**src/tdp_pkg.sv**
```systemverilog
// tdp_pkg: constants, types and helper functions for the 2-D parity
// correct-and-repack block. No dependencies.
`timescale 1ns / 1ps
`default_nettype none

package tdp_pkg;

    localparam int WORD_BITS     = 64;
    localparam int DATA_BITS     = 49;
    localparam int SIDE          = 7;
    localparam int PAR_BITS      = 15;
    localparam int CHUNK_BITS    = 56;
    localparam int COUNT_W       = 6;
    localparam int COUNTER_WIDTH = 32;
    localparam int TOTAL_W       = 32;
    localparam int QUEUE_DEPTH   = 4;
    localparam int QPTR_W        = $clog2(QUEUE_DEPTH);

    // classified transaction handed from the front to the back
    typedef struct packed {
        logic [DATA_BITS-1:0] data;
        logic                 det;
        logic                 cor;
    } tdp_class_t;

    function automatic logic one_hot7(input logic [SIDE-1:0] v);
        return (v != '0) && ((v & (v - 1'b1)) == '0);
    endfunction

    function automatic logic [COUNTER_WIDTH-1:0] sat_inc(
        input logic [COUNTER_WIDTH-1:0] v
    );
        return (&v) ? v : v + 1'b1;
    endfunction

    // low TOTAL_W bits of a counter, zero extended when the counter is narrower
    function automatic logic [TOTAL_W-1:0] to_total(input logic [COUNTER_WIDTH-1:0] v);
        logic [63:0] w;
        w = 64'(v);
        return w[TOTAL_W-1:0];
    endfunction

endpackage

`default_nettype wire

```
**src/tdp_front.sv**
```systemverilog
// tdp_front: syndrome computation and single-bit correction of a codeword.
// Depends on tdp_pkg.
`timescale 1ns / 1ps
`default_nettype none

module tdp_front
    import tdp_pkg::*;
(
    input  wire logic [WORD_BITS-1:0] codeword,
    output tdp_class_t                entry
);

    logic [DATA_BITS-1:0] data;
    logic [SIDE-1:0]      row_par;
    logic [SIDE-1:0]      col_par;
    logic [SIDE-1:0]      syn_row;
    logic [SIDE-1:0]      syn_col;
    logic                 syn_all;
    logic                 cor;
    logic [DATA_BITS-1:0] flip;

    always_comb
    begin
        data = codeword[DATA_BITS-1:0];
        for (int r = 0; r < SIDE; r++)
        begin
            row_par[r] = ^data[r*SIDE +: SIDE];
        end
        for (int c = 0; c < SIDE; c++)
        begin
            col_par[c] = 1'b0;
            for (int r = 0; r < SIDE; r++)
            begin
                col_par[c] = col_par[c] ^ data[r*SIDE + c];
            end
        end
        syn_row = row_par ^ codeword[DATA_BITS +: SIDE];
        syn_col = col_par ^ codeword[DATA_BITS + SIDE +: SIDE];
        syn_all = (^data) ^ codeword[WORD_BITS-1];
        cor     = one_hot7(syn_row) && one_hot7(syn_col);
        for (int r = 0; r < SIDE; r++)
        begin
            for (int c = 0; c < SIDE; c++)
            begin
                flip[r*SIDE + c] = cor & syn_row[r] & syn_col[c];
            end
        end
        entry.data = data ^ flip;
        entry.det  = (|syn_row) | (|syn_col) | syn_all;
        entry.cor  = cor;
    end

endmodule

`default_nettype wire

```
**config.mk**
```make
export PLATFORM = sky130hd
export DESIGN_NAME = tdp_front
export DESIGN_NICKNAME = d
export VERILOG_FILES = /design/src/tdp_pkg.sv /design/src/tdp_front.sv
export SDC_FILE = /design/constraint.sdc
export NUM_CORES = 1
export LEC_CHECK = 0
export ABC_AREA = 1
export BUFFER_PORTS_ARGS = -buffer_cell sky130_fd_sc_hd__buf_4
export CORE_MARGIN = 4
export CORE_UTILIZATION = 38
export DETAILED_ROUTE_END_ITERATION = 10
export PLACE_DENSITY = 0.62
export REMOVE_ABC_BUFFERS = 1
export SETUP_SLACK_MARGIN = 0.02
export SYNTH_ARGS = -nofsm -noshare
export SYNTH_HDL_FRONTEND = slang
export SYNTH_SLANG_ARGS = --single-unit
```
**constraint.sdc**
```tcl
create_clock -name vclk -period 2.95
set_clock_uncertainty 0.2 [all_clocks]
set_input_delay 0.59 -clock vclk [all_inputs]
set_output_delay 0.59 -clock vclk [all_outputs]
set_load 0.03 [all_outputs]
```
==> run summary <==
The total area of sequential cells came out at 0 sq um. The proportion of synthesized chip area in sequential cells is 0. The number of nets still failing antenna checks after routing came out at 0.

The worst setup timing slack at the placement stage came out at -0.661 ns. The critical path goes through buf_4 > xor2_2 > xnor2_1 > inv_1 > nand2_1 > nand2_2 > nor2_4 > nand3_4 > nand2_4 > buf_6 > nand4_1 > nor2_4 > buf_6 > clkbuf_16 > nand4_1 > nand2_1 > buf_6. The max-slew violation count is 0. After synthesis the cells add up to 3480 sq um. The synthesized design spends more area on one cell type than any other, namely sky130_fd_sc_hd__nand2_1.

The number of violations reported at the end of detailed-routing iteration 0 is 332. The tightest min-delay check is of the in -> out type. In the synthesized netlist, the number of instances is 707. Among all stages on the critical path, the largest delay is contributed by sky130_fd_sc_hd__xnor2_1. The detailed-route wire length per cell came out at 15.9 um. The final sum of negative setup slack came out at -34.11 ns.

The slew at the pin with the worst max-slew slack is 0.303 ns. The checks that failed: setup timing. 0 antenna diodes ended up in the layout. The number of inserted filler cells in the final layout is 685. The worst setup path is launched from an input port.

The critical path is of the in -> out type. The congestion estimate from routability-driven global placement came to 0.869. In the finished design, the share of the clock period the worst path needs comes to 1.25.

The final worst slack came out at -0.726 ns. The via count of the first global-routing pass is 4653. The library cells used most frequently in the layout, excluding fill and tap cells, are sky130_fd_sc_hd__nand2_1, sky130_fd_sc_hd__buf_4, sky130_fd_sc_hd__nand4_1. The depth of the worst hold-timing path came out at 4. The cell that appears most often on the critical path is sky130_fd_sc_hd__buf_6.

The number of standard-cell rows in the floorplan came out at 34. The top fanout value on the critical path is 7. The number of distinct library cells after synthesis came out at 26. The largest incremental delay on the critical path came out at 0.28 ns. Entering global routing, the biggest net connects 29 pins. The total overflow reported by the global router came out at 0. In the final layout, the share of cells above drive strength 1 is 0.444. The worst IR drop on VDD is 150 uV. The number of warnings printed during yosys synthesis came out at 0.

The area of the die came out at 10800 sq um. The floorplan step set the die height to 104 um. Leaving out fill and tap cells, the most frequent cell in the layout is sky130_fd_sc_hd__nand2_1.

Pin placement for this block handled 115 I/O pins. The total power density per cell area is 265 nW/um^2. The initial utilization of the core area, before any placement, comes to 0.395. For this run, the share of the core covered by cells in the final layout is 0.741. The internal power is 0.721 mW. The number of buffers inserted for hold repair after clock tree synthesis is 0. Setup repair after global routing could not meet its margin everywhere. The overall die width is 104 um. The area fraction of the dominant cell type after synthesis came out at 0.330. In the global route stage, overall resource usage came out at 0.232.

Summed over all cells, the static leakage comes to 3.50 nW. The residual DRC count is 0. The mean post-synth cell area came out at 4.93 sq um. The flow ran to the end, but the final reports show violations. The global-route wire length before repair came out at 21500 um. The count of clock buffers in the final design came out at 0. The worst setup path is captured at an output pin. The max-slew headroom at the worst pin came out at 0.797.

The overall via count from detail_route came out at 5462. The number of antenna violations at the first check in global routing is 0. Hold timing on the final database bottoms out at a slack of 1.32 ns. The final setup violation count came out at 51.

The net count of the finished layout is 966. Wires add up to 16000 um. The final period demand of the worst path came out at 3.68 ns.

The share of total power consumed by net switching came out at 0.583. The end point of the worst hold path is entry[35]. The net switching power figure is 1.01 mW. Once detailed placement completed, the half-perimeter wirelength came to 9960 um. By area the synthesized netlist is led by sky130_fd_sc_hd__nand2_1, sky130_fd_sc_hd__nand4_1, sky130_fd_sc_hd__xnor2_1, sky130_fd_sc_hd__xor2_1, sky130_fd_sc_hd__inv_1. The share of total power dissipated in the clock network is 0. The timing-limited maximum frequency is 272 MHz.

Data on the critical path arrives at its endpoint at 2.89 ns. The combinational cell fraction of total power came out at 1.000. The total power came out at 1.73 mW. The number of sequential cells in the layout is 0. In this run the most critical hold path is launched from codeword[33]. The final number of hold-violating endpoints came out at 0.

The number of I/O port buffers came out at 115. The sequential share of power is 0. The tool flagged a number of max-cap violations equal to 0.

The required time at the endpoint of the critical path came out at 2.16 ns. The synthesis-to-layout area growth came out at 87.3%. The number of search-and-repair iterations in the first detailed-routing pass came out at 6. The ratio of routed vias to standard cells came out at 5.42. The area of the core region came out at 8810 sq um.
==> cells by family (layout without fill, tap and decap cells) <==
logic type / Yosys count / in the layout / share of synthesized area
buf+inv: 142 / 335 / 0.172
simple gates: 487 / 487 / 0.636
compound gates: 5 / 5 / 0.00790
xor+xnor: 73 / 73 / 0.184
==> final cells by class <==
cell class	instances	area (sq um)	area share
inverters	89	362	0.0554
multi-input cells	565	3610	0.553
well taps	108	135	0.0207
repair buffers	246	2420	0.371
==> critical path: cells and delay by family <==
kind	cells	cell delay (ns)
and+or+nand+nor	9	1.10
buffers and inverters	6	0.75
xor gates and xnor gates	2	0.43
==> through the flow <==
stage / instances / area [sq um]
2_1_floorplan: 654 / 3220
3_3_place_gp: 969 / 5020
3_5_place_dp: 969 / 5020
4_1_cts: 984 / 5550
5_1_grt: 1008 / 6520
6_report: 1008 / 6520
==> Yosys cell counts <==
cell                         n
sky130_fd_sc_hd__buf_4       4
sky130_fd_sc_hd__nor3_4      1
sky130_fd_sc_hd__nand4_1   104
sky130_fd_sc_hd__o21ai_0     2
sky130_fd_sc_hd__nand2_1   306
sky130_fd_sc_hd__nand2_4     1
sky130_fd_sc_hd__xor2_1     35
sky130_fd_sc_hd__nor2_1     20
sky130_fd_sc_hd__xnor2_1    38
sky130_fd_sc_hd__inv_1      69
sky130_fd_sc_hd__a21oi_1     1
sky130_fd_sc_hd__or2_2       1
sky130_fd_sc_hd__or2_1       2
sky130_fd_sc_hd__nand2b_1    2
sky130_fd_sc_hd__nand3_1    34
sky130_fd_sc_hd__buf_2      29
sky130_fd_sc_hd__nand3_2     1
sky130_fd_sc_hd__o21ai_1     1
sky130_fd_sc_hd__nor2_2      6
sky130_fd_sc_hd__nand3b_2    1
sky130_fd_sc_hd__inv_2      20
sky130_fd_sc_hd__nand3b_1    3
sky130_fd_sc_hd__nand2_2     5
sky130_fd_sc_hd__clkbuf_1   18
sky130_fd_sc_hd__a21o_1      1
sky130_fd_sc_hd__buf_6       2
==> routing by layer <==
layer / wire length, um / track usage / vias up
met1: 6390 / 0.291 / 2508
li1: - / - / 2649
met2: 7880 / 0.425 / 261
met5: 0 / 0 / -
met4: 563 / 0.0551 / 0
met3: 1180 / 0.0230 / 44
==> timing repair <==
| action | in CTS | in global routing |
|---|---|---|
| resized for setup | 94 | 178 |
| gates cloned | 4 | 5 |
| buffers inserted | 11 | 20 |
| pin swaps | 9 | 116 |
| setup endpoints to repair | 51 | 51 |
==> power groups by stage <==
stage / clock [mW] / combinational (mW) / sequential [mW]
after detailed placement: 0 / 1.29 / 0
final: 0 / 1.73 / 0
after CTS: 0 / 1.44 / 0
after global routing: 0 / 1.83 / 0
after floorplan: 0 / 0.714 / 0
after global placement: 0 / 1.27 / 0
==> worst max path at each step <==
| stage | from | end | slack (ns) | depth (start not counted) |
|---|---|---|---|---|
| global placement | codeword[33] | entry[18] | -0.66 | 21 |
| global route | codeword[3] | entry[38] | -0.81 | 21 |
| finish | codeword[38] | entry[26] | -0.73 | 17 |
| floorplan | codeword[25] | entry[10] | -1.14 | 10 |
| CTS | codeword[32] | entry[28] | -0.47 | 22 |
| detailed placement | codeword[33] | entry[18] | -0.66 | 21 |
Power figures use the tool's default switching activity.
