<file path="config.mk">
export PLATFORM = sky130hd
export DESIGN_NAME = tdp_queue
export DESIGN_NICKNAME = d
export VERILOG_FILES = /design/src/tdp_pkg.sv /design/src/tdp_queue.sv
export SDC_FILE = /design/constraint.sdc
export NUM_CORES = 1
export LEC_CHECK = 0
export BUFFER_PORTS_ARGS = -buffer_cell sky130_fd_sc_hd__buf_4
export CORE_MARGIN = 1.5
export CORE_UTILIZATION = 55
export DETAILED_ROUTE_END_ITERATION = 7
export MAX_ROUTING_LAYER = met4
export PLACE_DENSITY = 0.88
export RECOVER_POWER = 25
export SLEW_MARGIN = 5
export SYNTH_ARGS = -nofsm -noshare
export SYNTH_HDL_FRONTEND = slang
export SYNTH_SLANG_ARGS = --single-unit
</file>
<file path="constraint.sdc">
create_clock -name clk -period 4.48 [get_ports clk]
set_input_delay 0.224 -clock clk [delete_from_list [all_inputs] [get_ports clk]]
set_output_delay 0.224 -clock clk [all_outputs]
set_load 0.02 [all_outputs]
</file>
<file path="src/tdp_pkg.sv">
// tdp_pkg: constants, types and helper functions for the 2-D parity
// correct-and-repack block. No dependencies.
`timescale 1ns / 1ps
`default_nettype none

package tdp_pkg;

    localparam int WORD_BITS     = 64;
    localparam int DATA_BITS     = 49;
    localparam int SIDE          = 7;
    localparam int PAR_BITS      = 15;
    localparam int CHUNK_BITS    = 56;
    localparam int COUNT_W       = 6;
    localparam int COUNTER_WIDTH = 32;
    localparam int TOTAL_W       = 32;
    localparam int QUEUE_DEPTH   = 4;
    localparam int QPTR_W        = $clog2(QUEUE_DEPTH);

    // classified transaction handed from the front to the back
    typedef struct packed {
        logic [DATA_BITS-1:0] data;
        logic                 det;
        logic                 cor;
    } tdp_class_t;

    function automatic logic one_hot7(input logic [SIDE-1:0] v);
        return (v != '0) && ((v & (v - 1'b1)) == '0);
    endfunction

    function automatic logic [COUNTER_WIDTH-1:0] sat_inc(
        input logic [COUNTER_WIDTH-1:0] v
    );
        return (&v) ? v : v + 1'b1;
    endfunction

    // low TOTAL_W bits of a counter, zero extended when the counter is narrower
    function automatic logic [TOTAL_W-1:0] to_total(input logic [COUNTER_WIDTH-1:0] v);
        logic [63:0] w;
        w = 64'(v);
        return w[TOTAL_W-1:0];
    endfunction

endpackage

`default_nettype wire

</file>
<file path="src/tdp_queue.sv">
// tdp_queue: short FIFO of classified transactions between front and back.
// Depends on tdp_pkg.
`timescale 1ns / 1ps
`default_nettype none

module tdp_queue
    import tdp_pkg::*;
(
    input  wire logic       clk,
    input  wire logic       rst_n,
    input  wire logic       push,
    input  wire tdp_class_t push_data,
    output logic            not_full,
    input  wire logic       pop,
    output logic            not_empty,
    output tdp_class_t      head
);

    tdp_class_t          slot_reg [QUEUE_DEPTH];
    logic [QPTR_W-1:0]   wr_ptr_reg;
    logic [QPTR_W-1:0]   rd_ptr_reg;
    logic [QPTR_W:0]     fill_reg;
    logic [QPTR_W-1:0]   wr_ptr_next;
    logic [QPTR_W-1:0]   rd_ptr_next;
    logic [QPTR_W:0]     fill_next;

    assign not_full  = (fill_reg != (QPTR_W+1)'(QUEUE_DEPTH));
    assign not_empty = (fill_reg != '0);
    assign head      = slot_reg[rd_ptr_reg];

    always_comb
    begin
        wr_ptr_next = push ? wr_ptr_reg + 1'b1 : wr_ptr_reg;
        rd_ptr_next = pop  ? rd_ptr_reg + 1'b1 : rd_ptr_reg;
        fill_next   = fill_reg + (QPTR_W+1)'(push) - (QPTR_W+1)'(pop);
    end

    always_ff @(posedge clk or negedge rst_n)
    begin
        if (!rst_n)
        begin
            wr_ptr_reg <= '0;
            rd_ptr_reg <= '0;
            fill_reg   <= '0;
        end
        else
        begin
            wr_ptr_reg <= wr_ptr_next;
            rd_ptr_reg <= rd_ptr_next;
            fill_reg   <= fill_next;
        end
    end

    always_ff @(posedge clk)
    begin
        if (push)
        begin
            slot_reg[wr_ptr_reg] <= push_data;
        end
    end

endmodule

`default_nettype wire

</file>
==> flow_summary.json, run 1 <==
{
  "status": "completed",
  "antenna_found_initial": 1,
  "path_delay_family": "flip-flops",
  "io_pins": 108,
  "finalNonFillerCells": 673,
  "skew_ps": 7.52,
  "ctsHtreeMaxLevel": 1,
  "clock-root-buffer": "clkbuf_16",
  "grt_pass1_wl_um": 21300,
  "cp_slowest_cell": "dfrtp_4",
  "dieArea_um2": 14900,
  "ant_nets": 0,
  "start_util_pct": 56.3,
  "cts_tree": "built",
  "avgSynthCellArea_um2": 25.9,
  "area_growth_pct": 25.1,
  "min_period_over_period_pct": 60.6,
  "critical_path.max_fanout": 53,
  "clock-sinks": 211,
  "cts_resized": 0,
  "overflow": 0,
  "core-area_um2": 13900,
  "largest_reg_flops": 204,
  "netlist_area_um2": 7810,
  "start_kind": "flip-flop",
  "setup_tns_ps": 0,
  "syn_inst": 302,
  "portBuffers": 107,
  "power.density_nw_per_um2": 650,
  "ys_warn_count": 0,
  "clock_latency_ps": 480,
  "max_cap_viol_count": 0,
  "wl_per_cell_um": 20.6,
  "slew_headroom_pct": 29.7,
  "cts_buffer_depth": 3,
  "rsz0062_at_grt": "no",
  "crit_buf_inv": 1,
  "cts_buffers": 21,
  "drive_above_1_share_pct": 32.9,
  "drc": 0,
  "crit_arrival_ps": 2490,
  "p_total_mw": 6.35,
  "tightestPinTransition_ps": 1050,
  "setup_viol": 0,
  "reg2reg_depth": 4,
  "yosys.area.top_type": "edfxtp_1",
  "rrSetupSlack_ps": 2300,
  "max-vdd-ir-drop_mv": 0.462,
  "grt_use_total_pct": 19.9,
  "cp-endpoint": "head[0]",
  "drtIter0Drc": 277,
  "dp_hpwl_um": 7980,
  "dr_total_vias": 3677,
  "place_inst": 582,
  "worst_path_largest_cell_delay_ps": 1090,
  "avgViaCountPerCell": 5.46,
  "clkTransAtPathRegs_ps": 60,
  "crit_cells": 2,
  "hold_ws_ps": 186,
  "mostFrequentLayoutCell": "edfxtp_1",
  "fin_crit_ps": 2710,
  "syn_nets": 364,
  "crit_chain": "mux4_1 > buf_4",
  "cellLeakagePower_nw": 3.35,
  "ys_ff_latch": 211,
  "synthDominantCellAreaShare_pct": 78.4,
  "num-nets-final": 541,
  "finalHoldViolCount": 0,
  "required_ps": 4260,
  "synth_cell_type_count": 18,
  "std_cell_rows": 43,
  "hp-class": "in2async",
  "startpoint": "rd_ptr_reg[0]",
  "die_y_um": 122,
  "place_congestion": 0.702,
  "report.final.slew_viol_count": 0,
  "reg2reg_from": "wr_ptr_reg[0]",
  "ys_seq_area_share_pct": 80.6,
  "fill_cells": 853,
  "end_kind": "output port",
  "critPathKind": "reg2out",
  "first_pass_iters": 4,
  "reg2reg_to": "slot_reg[0][18]",
  "final_cell_mix": "204 x edfxtp_1, 82 x buf_4, 54 x dlygate4sd3_1, 48 x mux4_2, 33 x clkbuf_1",
  "die_w_um": 122,
  "wl_um": 13900,
  "grt_start_max_net_pins": 54,
  "synth_area_leaders": "edfxtp_1 78%, mux4_2 14%, dfrtp_1 2.2%",
  "max_freq_mhz": 368,
  "grt_pass1_vias": 4014
}
## where the power goes
group	total [mW]	internal (mW)	switching, mW
Clock	1.53	0.857	0.673
Sequential	2.87	2.59	0.276
Combinational	1.96	0.967	0.991
Total	6.35	4.41	1.94
## cell usage after synthesis, drive strengths merged
master    n
clkbuf    1
and2      4
nor2      1
mux4     51
edfxtp  204
xnor2     3
or3       1
buf      11
ha        6
nand2     3
o21ai     1
fa        1
xor2      2
dfrtp     7
inv       6
## through the flow
step                util, %  setup slack [ps]  cell area [um^2]
global placement       63.0              2240              8750
global route           70.4              1590              9780
floorplan                 -              2240              7810
CTS                    71.2              1690              9890
detailed placement     63.0              2180              8750
finish                 70.4              1770              9780
## cells by family after synthesis
logic type | Yosys count | share of synthesized area (%)
DFF | 211 | 80.6
muxes | 51 | 14.8
xor gates and xnor gates | 5 | 0.561
adders and majority gates | 7 | 1.22
AOI/OAI and AO/OA | 1 | 0.0640
buffers and inverters | 18 | 2.08
and+or+nand+nor | 9 | 0.592
## cell type report
| type | instances | area, um^2 | area share [%] |
|---|---|---|---|
| diodes | 1 | 2.50 | 0.0256 |
| well taps | 180 | 225 | 2.30 |
| clock buffers | 24 | 537 | 5.49 |
| multi-input cells | 73 | 1360 | 13.9 |
| repair buffers | 166 | 1270 | 13.0 |
| inverters | 6 | 22.5 | 0.230 |
| flip-flops and latches | 211 | 6310 | 64.5 |
| clock inverters | 12 | 60.1 | 0.614 |
## worst min path at each step
stage / from / endpoint / cells after the start
2_1_floorplan: rst_n / fill_reg[0] / 0
3_3_place_gp: rst_n / fill_reg[2] / 1
3_5_place_dp: rst_n / fill_reg[2] / 1
4_1_cts: rst_n / wr_ptr_reg[0] / 2
5_1_grt: rst_n / wr_ptr_reg[0] / 2
6_report: rst_n / wr_ptr_reg[0] / 2
## metal layers
| metal | GRT usage [%] | vias up | wire [um] |
|---|---|---|---|
| met3 | 3.70 | 22 | 701 |
| met4 | 4.58 | 0 | 201 |
| met5 | - | - | 0 |
| li1 | - | 1631 | - |
| met2 | 34.3 | 105 | 7550 |
| met1 | 24.7 | 1919 | 5400 |
## timing repair
item / CTS / global route
hold buffers: 54 / 0
setup buffers: 0 / 0
endpoints found under the hold margin: 214 / 0
(Power assumes the default switching activity.)
==> inputs of run 2 (changes only) <==
--- a/config.mk
+++ b/config.mk
@@ -7,10 +7,10 @@
 export LEC_CHECK = 0
 export BUFFER_PORTS_ARGS = -buffer_cell sky130_fd_sc_hd__buf_4
 export CORE_MARGIN = 1.5
-export CORE_UTILIZATION = 55
+export CORE_UTILIZATION = 51
 export DETAILED_ROUTE_END_ITERATION = 7
 export MAX_ROUTING_LAYER = met4
-export PLACE_DENSITY = 0.88
+export PLACE_DENSITY = 0.86
 export RECOVER_POWER = 25
 export SLEW_MARGIN = 5
 export SYNTH_ARGS = -nofsm -noshare
==> constraint.sdc (replaced) <==
create_clock -name clk -period 2.3 [get_ports clk]
set_input_delay 0.115 -clock clk [delete_from_list [all_inputs] [get_ports clk]]
set_output_delay 0.115 -clock clk [all_outputs]
set_load 0.02 [all_outputs]
==> flow_summary.json, run 2 (synthesis results as in run 1) <==
{
  "required_ps": 2180,
  "wl_um": 13800,
  "drtIter0Drc": 220,
  "max_freq_mhz": 454,
  "largest_reg_flops": 204,
  "crit_chain": "buf_12 > mux4_1 > buf_4",
  "dp_hpwl_um": 8070,
  "cellLeakagePower_nw": 3.44,
  "clkTransAtPathRegs_ps": 60,
  "cp_slowest_cell": "mux4_1",
  "grt_use_total_pct": 18.3,
  "p_total_mw": 12.8,
  "tightestPinTransition_ps": 551,
  "antenna_found_initial": 0,
  "num-nets-final": 548,
  "drive_above_1_share_pct": 33.9,
  "first_pass_iters": 4,
  "grt_pass1_vias": 3905,
  "overflow": 0,
  "clock-sinks": 211,
  "fill_cells": 1021,
  "critical_path.max_fanout": 53,
  "crit_buf_inv": 2,
  "cts_buffers": 21,
  "mostFrequentLayoutCell": "edfxtp_1",
  "max_cap_viol_count": 0,
  "portBuffers": 107,
  "start_kind": "flip-flop",
  "crit_arrival_ps": 2090,
  "clock_latency_ps": 480,
  "critPathKind": "reg2out",
  "slew_headroom_pct": 63.3,
  "cts_resized": 0,
  "io_pins": 108,
  "cts_buffer_depth": 3,
  "setup_viol": 0,
  "skew_ps": 9.81,
  "hp-class": "in2reg",
  "place_inst": 596,
  "design_area_um2": 9960,
  "wl_per_cell_um": 20.1,
  "ant_nets": 0,
  "max-vdd-ir-drop_mv": 0.828,
  "fin_crit_ps": 2200,
  "place_congestion": 0.704,
  "drc": 0,
  "end_kind": "output port",
  "setup_tns_ps": 0,
  "worst_path_largest_cell_delay_ps": 640,
  "avgViaCountPerCell": 5.32,
  "core-area_um2": 15100,
  "antenna_cells": 0,
  "std_cell_rows": 45,
  "ctsHtreeMaxLevel": 1,
  "finalHoldViolCount": 0,
  "dieArea_um2": 16100,
  "min_period_over_period_pct": 95.7,
  "rsz0062_at_grt": "no",
  "cts_tree": "built",
  "start_util_pct": 51.8,
  "finalNonFillerCells": 687,
  "placed_cell_area_um2": 8880,
  "area_growth_pct": 27.4,
  "status": "completed",
  "report.final.slew_viol_count": 0,
  "grt_pass1_wl_um": 21400,
  "dr_total_vias": 3652,
  "path_delay_family": "multiplexers",
  "final_cell_mix": "204 x edfxtp_1, 80 x buf_4, 55 x dlygate4sd3_1, 48 x mux4_2, 35 x clkbuf_1",
  "die_y_um": 127,
  "power.density_nw_per_um2": 1280,
  "die_w_um": 127,
  "clock-root-buffer": "clkbuf_16",
  "grt_start_max_net_pins": 54
}
==> run 2: cell count changes in the layout (fill, tap and decap cells not counted), sizes merged <==
cell / change
diode: -1
bufinv: +2
clkbuf: +2
dlygate4sd3: +1
buf: +4
clkinvlp: -2
==> run 2: final cells by class <==
type | instances | area (um^2) | area share [%]
Sequential cell | 211 | 6310 | 63.3
Timing Repair Buffer | 173 | 1390 | 14.0
Multi-Input combinational cell | 73 | 1360 | 13.6
Clock buffer | 24 | 537 | 5.39
Tap cell | 188 | 235 | 2.36
Clock inverter | 12 | 109 | 1.09
Inverter | 6 | 22.5 | 0.226
==> run 2: worst paths after layout <==
kind	start	end	slack, ps	cells past startpoint
min in group asynchronous	rst_n	fill_reg[0]	610	3
worst max-delay path	rd_ptr_reg[0]	head[50]	100	3
worst max register to register	fill_reg[0]	fill_reg[2]	620	8
worst min-delay path	push_data[1]	slot_reg[0][1]	380	2
worst min register to register	wr_ptr_reg[0]	wr_ptr_reg[0]	540	1
max in group asynchronous	rst_n	rd_ptr_reg[0]	1400	3
==> run 2: metal layers <==
metal / track usage [%] / vias to the layer above / part of all wire [%]
met3: 2.83 / 25 / 4.1
met4: 4.68 / 0 / 1.9
met5: - / - / 0
met2: 31.2 / 91 / 53
met1: 23.3 / 1895 / 41
li1: - / 1641 / -
==> run 2: per-stage QoR <==
stage / setup WS [ps] / hold WS (ps) / util (%)
after floorplan: 56.4 / -181 / -
after global placement: 576 / -70.3 / 58.8
after detailed placement: 572 / -65.4 / 58.8
after CTS: 40.3 / 359 / 66.8
after global routing: 2.59 / 397 / 66.0
final: 97.9 / 382 / 66.0
==> run 2: timing repair <==
action,in CTS,in global routing
hold endpoints to repair,216,0
hold buffers,55,0
buffers inserted,0,0
==> run 2: report_power, final <==
part / total, mW / internal, mW / switching [mW]
sequential: 5.30 / 5.04 / 0.255
combinational: 4.27 / 2.02 / 2.25
clock: 3.21 / 1.89 / 1.31
==> inputs of run 3 (changes only) <==
--- a/config.mk
+++ b/config.mk
@@ -6,12 +6,13 @@
 export NUM_CORES = 1
 export LEC_CHECK = 0
 export BUFFER_PORTS_ARGS = -buffer_cell sky130_fd_sc_hd__buf_4
-export CORE_MARGIN = 1.5
-export CORE_UTILIZATION = 51
+export CORE_MARGIN = 2
+export CORE_UTILIZATION = 40
 export DETAILED_ROUTE_END_ITERATION = 7
 export MAX_ROUTING_LAYER = met4
-export PLACE_DENSITY = 0.86
+export PLACE_DENSITY = 0.72
 export RECOVER_POWER = 25
+export SKIP_CTS_REPAIR_TIMING = 1
 export SLEW_MARGIN = 5
 export SYNTH_ARGS = -nofsm -noshare
 export SYNTH_HDL_FRONTEND = slang
==> flow_summary.json, run 3 (synthesis results as in run 1) <==
{
  "design_area_um2": 10200,
  "hold_ws_ps": 364,
  "place_inst": 674,
  "rrSetupSlack_ps": 620,
  "setup_tns_ps": 0,
  "finalNonFillerCells": 774,
  "overflow": 0,
  "critPathKind": "reg2out",
  "drc": 0,
  "cts_tree": "built",
  "io_pins": 108,
  "ant_nets": 0,
  "drtIter0Drc": 183,
  "skew_ps": 7.98,
  "crit_arrival_ps": 2010,
  "critical_path.max_fanout": 10,
  "end_kind": "output port",
  "portBuffers": 107,
  "slew_headroom_pct": 65.7,
  "cts_buffers": 22,
  "hp-class": "in2reg",
  "avgViaCountPerCell": 4.77,
  "max_cap_viol_count": 0,
  "dr_total_vias": 3691,
  "required_ps": 2180,
  "p_total_mw": 13.3,
  "first_pass_iters": 4,
  "placed_cell_area_um2": 8970,
  "rsz0062_at_grt": "no",
  "dp_hpwl_um": 8060,
  "start_kind": "flip-flop",
  "fin_util_pct": 52.7,
  "grt_start_max_net_pins": 52,
  "final_cell_mix": "204 x edfxtp_1, 86 x buf_4, 55 x dlygate4sd3_1, 48 x mux4_2, 36 x clkbuf_1",
  "grt_use_total_pct": 14.0,
  "finalHoldViolCount": 0,
  "std_cell_rows": 51,
  "mostFrequentLayoutCell": "edfxtp_1",
  "dp_slack_ps": 476,
  "clock-sinks": 211,
  "grt_pass1_vias": 3852,
  "clock-root-buffer": "clkbuf_16",
  "wl_um": 14300,
  "drive_above_1_share_pct": 34.4,
  "grt_pass1_wl_um": 21200,
  "min_period_over_period_pct": 92.2,
  "area_growth_pct": 30.4,
  "max-vdd-ir-drop_mv": 0.988,
  "cellLeakagePower_nw": 3.50,
  "clkTransAtPathRegs_ps": 50,
  "fill_cells": 1526,
  "max_freq_mhz": 471,
  "die_w_um": 144,
  "start_util_pct": 40.4,
  "largest_reg_flops": 204,
  "antenna_found_initial": 1,
  "ctsHtreeMaxLevel": 1,
  "wl_per_cell_um": 18.4,
  "fin_crit_ps": 2120,
  "tightestPinTransition_ps": 515,
  "die_y_um": 144,
  "power.density_nw_per_um2": 1300,
  "dieArea_um2": 20700,
  "cts_buffer_depth": 3,
  "clock_latency_ps": 490,
  "core-area_um2": 19300,
  "fin_ws_ps": 179,
  "place_congestion": 0.661,
  "report.final.slew_viol_count": 0,
  "status": "completed",
  "setup_viol": 0,
  "num-nets-final": 554
}
run 3: changes by cell type in the layout (fill, tap and decap cells not counted):
| cell | before | now |
|---|---|---|
| clkinv_1 | 4 | 6 |
| diode_2 | 0 | 1 |
| clkinv_4 | 0 | 1 |
| buf_12 | 6 | 5 |
| bufinv_16 | 2 | 4 |
| clkinvlp_4 | 0 | 1 |
| clkinv_2 | 5 | 1 |
| buf_4 | 80 | 86 |
| clkbuf_16 | 21 | 23 |
| clkbuf_1 | 35 | 36 |
| inv_6 | 1 | 0 |
run 3: final cells by class:
| type | instances | area (um^2) | share of cell area [%] |
|---|---|---|---|
| Sequential cell | 211 | 6310 | 61.9 |
| Timing Repair Buffer | 178 | 1420 | 13.9 |
| Multi-Input combinational cell | 73 | 1360 | 13.3 |
| Clock buffer | 27 | 591 | 5.80 |
| Tap cell | 265 | 332 | 3.25 |
| Clock inverter | 13 | 164 | 1.61 |
| Inverter | 6 | 22.5 | 0.221 |
| Antenna cell | 1 | 2.50 | 0.0246 |
run 3: critical path, stage by stage (launching register included):
cell,delay [ps]
dfrtp_4,540
buf_4,270
mux4_2,530
buf_4,170
run 3: final timing paths:
kind	end	cells after the start	start
setup / recovery	head[39]	3	rd_ptr_reg[0]
hold / removal	rd_ptr_reg[0]	3	pop
setup reg to reg	fill_reg[2]	8	fill_reg[0]
hold reg to reg	wr_ptr_reg[0]	1	wr_ptr_reg[0]
max in group asynchronous	rd_ptr_reg[0]	3	rst_n
min in group asynchronous	wr_ptr_reg[0]	3	rst_n
run 3: per-layer routing:
layer / up-vias / share of wire [%] / GRT usage (%)
met5: - / 0 / -
met4: 0 / 2.3 / 4.39
met3: 27 / 4.7 / 2.97
met2: 100 / 51 / 23.4
met1: 1903 / 42 / 17.4
li1: 1661 / - / -
run 3: report_power, final:
part           total (mW)  switching [mW]  internal [mW]
combinational        4.36            2.29           2.07
clock                3.64            1.37           2.27
sequential           5.27           0.224           5.04
